$ cat src/hdl/rsenc_pkg.sv
// Shared types, constants and GF(256) helpers for the Reed-Solomon check-byte encoder.
// No dependencies; imported by rsenc_gen and reed_solomon_ec_encoder.
package rsenc_pkg;

	localparam int MAX_CHECK_BYTES = 32;
	localparam int CNT_W           = $clog2(MAX_CHECK_BYTES + 1);
	localparam logic [7:0] GF_POLY_LO = 8'h1D;   // x^8 + x^4 + x^3 + x^2 + 1, top bit implied
	localparam logic [CNT_W-1:0] EC_RESET = CNT_W'(10);
	localparam logic [CNT_W-1:0] EC_MAX   = CNT_W'(MAX_CHECK_BYTES);

	typedef logic [MAX_CHECK_BYTES-1:0][7:0] byte_vec_t;

	typedef struct packed {
		logic [7:0] data_byte;
		logic       block_end;
	} item_t;

	typedef struct packed {
		logic [7:0] check_byte;
		logic       last_check;
	} result_t;

	typedef struct packed {
		logic             busy;
		logic [CNT_W-1:0] n;
	} gen_status_t;

	// multiply by alpha in GF(256)
	function automatic logic [7:0] gf_xtime(input logic [7:0] a);
		gf_xtime = {a[6:0], 1'b0} ^ (a[7] ? GF_POLY_LO : 8'h00);
	endfunction

	// shift-and-add GF(256) multiply
	function automatic logic [7:0] gf_mul(input logic [7:0] a, input logic [7:0] b);
		logic [7:0] x;
		logic [7:0] acc;
		x   = a;
		acc = 8'h00;
		for (int k = 0; k < 8; k++) begin
			if (b[k]) begin
				acc = acc ^ x;
			end
			x = gf_xtime(x);
		end
		gf_mul = acc;
	endfunction

	// clamp the programmed count to 1 .. MAX_CHECK_BYTES
	function automatic logic [CNT_W-1:0] eff_count(input logic [CNT_W-1:0] c);
		if (c == '0) begin
			eff_count = CNT_W'(1);
		end else if (c > EC_MAX) begin
			eff_count = EC_MAX;
		end else begin
			eff_count = c;
		end
	endfunction

endpackage

$ cat src/hdl/rsenc_gen.sv
// Check-count register and generator polynomial sequencer: one (x + alpha^i) factor per cycle.
// Depends on rsenc_pkg.
module rsenc_gen import rsenc_pkg::*; (
	input  logic              clk,
	input  logic              arst_n,
	input  logic              cfg_wr_en,
	input  logic [CNT_W-1:0]  cfg_wr_data,
	output gen_status_t       status,
	output byte_vec_t         coef
);

	logic [CNT_W-1:0] ec_q;
	logic [CNT_W-1:0] step_q;
	logic [CNT_W-1:0] n;
	logic [7:0]       root_q;
	logic             busy_q;
	byte_vec_t        coef_q;
	byte_vec_t        coef_next;

	assign n = eff_count(ec_q);

	// multiply the running product by (x + root): every coefficient gains its upper neighbor * root
	always_comb begin
		for (int k = 0; k < MAX_CHECK_BYTES; k++) begin
			coef_next[k] = coef_q[k] ^ gf_mul((k == 0) ? 8'h01
				: coef_q[(k + MAX_CHECK_BYTES - 1) % MAX_CHECK_BYTES], root_q);
		end
	end

	// restart on reset or on a count write, advance one root per cycle until n roots are in
	always_ff @(posedge clk or negedge arst_n) begin
		if (!arst_n) begin
			ec_q   <= EC_RESET;
			busy_q <= 1'b1;
			step_q <= '0;
			root_q <= 8'h01;
			coef_q <= '0;
		end else if (cfg_wr_en) begin
			ec_q   <= cfg_wr_data;
			busy_q <= 1'b1;
			step_q <= '0;
			root_q <= 8'h01;
			coef_q <= '0;
		end else if (busy_q) begin
			coef_q <= coef_next;
			root_q <= gf_xtime(root_q);
			step_q <= CNT_W'(step_q + 1'b1);
			if (CNT_W'(step_q + 1'b1) == n) begin
				busy_q <= 1'b0;
			end
		end
	end

	assign status.busy = busy_q;
	assign status.n    = n;
	assign coef        = coef_q;

endmodule

$ cat config.mk
export PLATFORM = sky130hd
export DESIGN_NAME = rsenc_gen
export DESIGN_NICKNAME = d
export VERILOG_FILES = /design/src/hdl/rsenc_pkg.sv /design/src/hdl/rsenc_gen.sv
export SDC_FILE = /design/constraint.sdc
export NUM_CORES = 2
export LEC_CHECK = 0
export BUFFER_PORTS_ARGS = -buffer_cell sky130_fd_sc_hd__buf_4
export CAP_MARGIN = 20
export CELL_PAD_IN_SITES_DETAIL_PLACEMENT = 1
export CELL_PAD_IN_SITES_GLOBAL_PLACEMENT = 2
export CORE_MARGIN = 1.5
export CORE_UTILIZATION = 35
export CTS_CLUSTER_DIAMETER = 150
export DETAILED_ROUTE_END_ITERATION = 7
export PLACE_DENSITY_LB_ADDON = 0.1
export SKIP_CTS_REPAIR_TIMING = 1
export SLEW_MARGIN = 20
export SYNTH_ARGS = -nofsm -noshare
export SYNTH_HDL_FRONTEND = slang
export SYNTH_SLANG_ARGS = --single-unit
$ cat constraint.sdc
create_clock -name clk -period 2.35 [get_ports clk]
set_input_delay 0.47 -clock clk [delete_from_list [all_inputs] [get_ports clk]]
set_output_delay 0.47 -clock clk [all_outputs]
set_load 0.005 [all_outputs]
---- Word-level counts from Yosys, hierarchy flattened ----
Cells that the tools add are included.
word-level totals
  bits in registers ....................... 277
  latch bits .............................. 0
  RAM bits ................................ 0
  bits in read-only memories .............. 0
  bits of input ports ..................... 9
  output and inout port bits .............. 263
  logic and storage cells ................. 1,000
  memories ................................ 0
operators by class
  $add $sub $neg .......................... 1
  $mul .................................... 0
  divide/modulo/power cells ............... 0
  magnitude comparators ................... 1
  equal/unequal tests ..................... 1
  shift operators ......................... 0
  muxes and demuxes ....................... 485
  bitwise logic cells ..................... 474
  reductions and logical operators ........ 2
operators by type and width
  cell                 number
  $mux 8               251
  $xor 8x8->8          249
  $xor 8x5->8          218
  $mux 5               219
  $mux 256             2
  $mux 6               5
  $mux 7               1
  $not 1->1 const A    7
  $add 6x1->6 const B  1
  $eq 6x6->1           1
  $gt 6x6->1 const B   1
  $logic_not 6->1      1
  $mux 1               4
  $mux 4               1
  $mux 3               1
  $mux 2               1
  $reduce_bool 2->1    1

---- Depth between registers and ports, before layout ----
  depth in word-level cells ............... 19
  depth in mapped cells ................... 12
  depth with buffers taken out ............ 8

---- Worst setup path after synthesis ----
Ideal clock, no wire load.
  kind .................................... register to register
  from .................................... reg root_q[0]
  to ...................................... reg coef_q, in the netlist coef[42]
  library setup time ...................... 0.125 ns
  arrival ................................. 2.300 ns
  data required time ...................... 2.225 ns
  setup slack ............................. -0.075 ns
  cell stages (with the launch flop) ...... 11
  path buffers ............................ 3
  period minus slack after synthesis ...... 2.425 ns
  cells stage by stage .................... dfstp_2 buf_2 clkbuf_1 clkbuf_1 nand2_1 xor2_1 xnor2_1 xnor2_1 xnor2_1 nor2_1 mux2_2
on the way
  word-level cells in the longest chain between the ends .. 18
RTL lines
  what                      line             source
  start: declaration        rsenc_gen.sv:15  logic [7:0] root_q;
  start signal: assignment  rsenc_gen.sv:46  root_q <= gf_xtime(root_q);
  $mux 8 *                  rsenc_pkg.sv:40  if (b[k]) begin
  $xor 8x8->8               rsenc_pkg.sv:41  acc = acc ^ x;
  $mux 8 *                  rsenc_pkg.sv:40
  $xor 8x8->8               rsenc_pkg.sv:41
  $mux 8 *                  rsenc_pkg.sv:40
  $xor 8x8->8               rsenc_pkg.sv:41
  $mux 8 *                  rsenc_pkg.sv:40
  $xor 8x8->8               rsenc_pkg.sv:41
  (+2 left out)             n/a
  $mux 8 *                  rsenc_pkg.sv:40
  $xor 8x8->8               rsenc_pkg.sv:41
  $mux 8 *                  rsenc_pkg.sv:40
  $xor 8x8->8               rsenc_pkg.sv:41
  $mux 8 *                  rsenc_pkg.sv:40
  $xor 8x8->8 *             rsenc_gen.sv:25  coef_next[k] = coef_q[k] ^ gf_mul((k == 0) ? 8'h01
  $mux 256 *                rsenc_gen.sv:44  end else if (busy_q) begin
  $mux 256 *                rsenc_gen.sv:38  end else if (cfg_wr_en) begin
  end signal: assignment    rsenc_gen.sv:45  coef_q <= coef_next;
  end: declaration          rsenc_gen.sv:17  byte_vec_t coef_q;
Mark *: on every way between the ends. The rest lies on a longest branch, timed or not. The select of a mux whose other input is x is not followed.
A chain may end at the register's enable or synchronous reset.

---- Final worst setup path ----
  from .................................... reg root_q[4]
  to ...................................... reg coef_q, in the netlist coef[19]
on the way
  word-level cells in the longest chain between the ends .. 10
RTL lines
  what           line
  $mux 8 *       rsenc_pkg.sv:40
  $xor 8x8->8    rsenc_pkg.sv:41
  $mux 8 *       rsenc_pkg.sv:40
  $xor 8x8->8    rsenc_pkg.sv:41
  $mux 8 *       rsenc_pkg.sv:40
  $xor 8x8->8    rsenc_pkg.sv:41
  $mux 8 *       rsenc_pkg.sv:40
  $xor 8x8->8 *  rsenc_gen.sv:25
  $mux 256 *     rsenc_gen.sv:44
  $mux 256 *     rsenc_gen.sv:38
Marked as above.

==> impl_metrics.yaml <==
power:
  comb_power_share_pct: 78.8
  switching_share_pct: 46.3
  share_clk_of_total_power_pct: 9.6
  power_density_nw_per_um2: 1200
  switching_power_mw: 36.7
  int_pwr_mw: 42.6
  cellLeakagePower_nw: 28.5
  max-vdd-ir-drop_mv: 0.627
  power.sequential.fraction_pct: 11.6
global_routing:
  grt_pass1_wl_um: 298000
  largest_net_degree_at_the_start_of_global_routing: 87
  global_route.overflow_total: 0
  global_route.usage.total_pct: 26.9
  antenna_found_initial: 2
  first_global_vias: 47800
synthesis:
  post-synth-top-count-cell: "sky130_fd_sc_hd__nand2_1"
  synthDominantAreaCellType: "sky130_fd_sc_hd__xnor2_1"
  syn_inst: 6419
  synth_nets: 6430
  yosysWarnings: 0
  synth_area_sq_um: 49200
  number_of_enable_flip_flop_cells_after_synthesis: 0
  post_synth_num_cell_types: 63
  ys_dominant_reg_cell: "sky130_fd_sc_hd__dfrtp_1"
  synth.avg_cell_area_sq_um: 7.67
  synth_commonest_cells: "1749 x sky130_fd_sc_hd__nand2_1, 1460 x sky130_fd_sc_hd__xnor2_1, 831 x sky130_fd_sc_hd__xor2_1, 348 x sky130_fd_sc_hd__nor2_1, 307 x sky130_fd_sc_hd__buf_2"
  number_of_synthesized_register_bits: 277
  async_reset_ff_share_pct: 100
  synth_sequential_area_ratio_pct: 14.1
  synth.top_cells.by_area: "sky130_fd_sc_hd__xnor2_1 26%, sky130_fd_sc_hd__xor2_1 15%, sky130_fd_sc_hd__dfrtp_1 14%"
  post-synth-top-area-fraction_pct: 26.0
route:
  route.detailed.vias_per_inst: 5.01
  routed_len_inst_um: 22.2
  num_vias: 46400
  drc_errors: 0
  first_iter_violations: 2661
  route.met3.wl_um: 7390
  dr.max_layer_used: "met4"
  antenna_violating_nets_post_route: 0
  route.layer.met1.wl_um: 95600
  met2_wirelength_um: 98300
  drtPass1Iterations: 7
  detail_route.wirelength_um: 206000
floorplanning:
  die-area_sq_um: 143000
  floorplan.rows: 137
  pin_count: 272
  die_y_um: 378
  core_area_sq_um: 140000
  initial_utilization_pct: 35.3
  floorplan.die.width_um: 378
sta:
  final.hold.worst_slack_ns: 0.0567
  achievable_clock_frequency_mhz: 383
  grt_setup_unrepaired: "yes"
  finClkSkew_ns: 0.0334
  fin_crit_ns: 2.61
  setup_viol: 169
  setup_ws_ns: -0.260
  relative_max_transition_margin_pct: 40.7
  tightestPinTransition_ns: 0.888
  final_max_slew_viol_count: 0
  setup_total_negative_slack_ns: -12.54
  finalHoldViolCount: 0
  finalCritPeriodShare_pct: 111
worst_hold_path:
  min_path_cells: 3
  holdCritPathClass: "in -> reg"
flow_run:
  drv_cap: 0
placement:
  post-place-ws_ns: -0.322
  dpl.hpwl_um: 144000
  port_buffers: 271
  finalWeightedCongestion: 0.849
critical_path:
  worst_setup_ep_type: "flop"
  reg2regPathDepth: 11
  crit_fanout: 9
  crit_type: "reg -> reg"
  critical_path_required_ns: 2.89
  critical_path_arrival_ns: 3.15
  worst_setup_path_start_kind: "flop"
final_layout:
  design.final.nets: 7356
  antenna_cell_count: 0
  synthToLayoutAreaGrowth_pct: 33.9
  layout-drive-gt1-share_pct: 27.4
  num-fill-cells: 16700
status:
  failed_checks: "negative setup slack"
  outcome: "finished with violations"
cts:
  htree_levels: 2
  clock_latency_ns: 0.67
  clock-root-buffer: "sky130_fd_sc_hd__clkbuf_16"
  cts.reportedPaths.clkPinSlew_ns: 0.06
  cts_max_path_buffers: 3
  tritoncts: "done"
  tritoncts.num_buffers: 47
  num_clock_sinks: 277
[power by group through the flow]
| stage | logic [mW] | registers, mW | clock network, mW |
|---|---|---|---|
| after floorplan | 38.2 | 7.57 | 0 |
| after global placement | 58.4 | 9.08 | 0 |
| after detailed placement | 59.3 | 9.10 | 0 |
| after CTS | 59.7 | 9.05 | 7.87 |
| after global routing | 67.5 | 9.43 | 8.00 |
| final | 62.5 | 9.19 | 7.64 |
[cells by family (layout without fill, tap and decap cells)]
group           after synthesis  count (layout)  synth area share (%)
compound gates              469             469                  6.33
xor+xnor                   2519            2519                  51.2
fa+ha+maj                     2               2                0.0508
buf+inv                     658            1621                  5.91
flops                       277             277                  14.1
mux                         150             150                  3.19
simple gates               2344            2344                  19.2
[state kept, by name, summed over array words and instances, names as in the netlist]
name,flops
step_q,6
coef,256
busy_q,1
root_q,8
ec_q,6
[cells in the final DEF (no fill, tap or decap), types with 9 or more instances in the layout]
cell type	count
sky130_fd_sc_hd__a22oi_2	9
sky130_fd_sc_hd__clkbuf_16	78
sky130_fd_sc_hd__nand2b_1	123
sky130_fd_sc_hd__xor3_1	33
sky130_fd_sc_hd__a31o_2	54
sky130_fd_sc_hd__a21oi_1	131
sky130_fd_sc_hd__dfrtp_2	42
sky130_fd_sc_hd__xnor3_1	176
sky130_fd_sc_hd__buf_6	37
sky130_fd_sc_hd__mux2i_1	88
sky130_fd_sc_hd__o21ai_0	73
sky130_fd_sc_hd__buf_8	12
sky130_fd_sc_hd__nor2_1	339
sky130_fd_sc_hd__nand3b_1	14
sky130_fd_sc_hd__buf_16	11
sky130_fd_sc_hd__nand3_1	10
sky130_fd_sc_hd__or3b_2	9
sky130_fd_sc_hd__a222oi_1	10
sky130_fd_sc_hd__mux2_2	52
sky130_fd_sc_hd__xnor2_2	101
sky130_fd_sc_hd__buf_4	1296
sky130_fd_sc_hd__xor2_1	792
sky130_fd_sc_hd__a2bb2oi_1	9
sky130_fd_sc_hd__buf_12	125
sky130_fd_sc_hd__nand2_2	27
sky130_fd_sc_hd__xnor2_1	1356
sky130_fd_sc_hd__xor2_2	43
sky130_fd_sc_hd__clkinv_2	15
sky130_fd_sc_hd__dfrtp_1	224
sky130_fd_sc_hd__inv_1	16
sky130_fd_sc_hd__nor2b_1	37
sky130_fd_sc_hd__a22oi_1	123
sky130_fd_sc_hd__nand2_1	1714
[stage by stage]
stage | cells | util, % | power, mW | area (sq um)
floorplan | 6419 | - | 45.7 | 49200
global placement | 9013 | 43.3 | 67.5 | 60400
detailed placement | 9013 | 43.3 | 68.4 | 60400
CTS | 9099 | 44.4 | 76.6 | 62000
global route | 9258 | 47.2 | 84.9 | 65900
finish | 9258 | 47.2 | 79.3 | 65900
[layer usage]
layer,vias up,global-route usage [%]
li1,21800,-
met1,23600,36.8
met2,802,45.7
met3,197,2.26
met4,0,5.99
met5,-,0
[path summary, 6_finish.rpt]
kind / to / startpoint / slack [ns]
max in group asynchronous: ec_q[3] / arst_n / 1.16
setup / recovery: coef[19] / root_q[4] / -0.26
hold reg to reg: ec_q[0] / ec_q[0] / 0.53
hold / removal: ec_q[2] / cfg_wr_data[2] / 0.06
min in group asynchronous: coef[91] / arst_n / 0.34
setup reg to reg: coef[19] / root_q[4] / -0.26
[cell type report]
cell class	count	area [sq um]	share of cell area, %
repair buffers	1514	13900	21.1
clock inverters	23	250	0.380
flip-flops and latches	277	7020	10.7
clock buffers	63	1340	2.03
inverters	21	83.8	0.127
multi-input cells	5484	40900	62.2
well taps	1876	2350	3.56
[critical path: stages (launching register included)]
cell and delay (ns):
sky130_fd_sc_hd__dfrtp_4 0.48, sky130_fd_sc_hd__buf_12 0.15, sky130_fd_sc_hd__buf_12 0.13, sky130_fd_sc_hd__buf_6 0.13, sky130_fd_sc_hd__nand2b_1 0.07, sky130_fd_sc_hd__mux2i_1 0.07, sky130_fd_sc_hd__xnor2_1 0.26, sky130_fd_sc_hd__xnor3_1 0.41
sky130_fd_sc_hd__xor2_2 0.20, sky130_fd_sc_hd__xnor2_2 0.28, sky130_fd_sc_hd__a21oi_2 0.09, sky130_fd_sc_hd__a31o_2 0.22
Power figures use the tool's default switching activity.
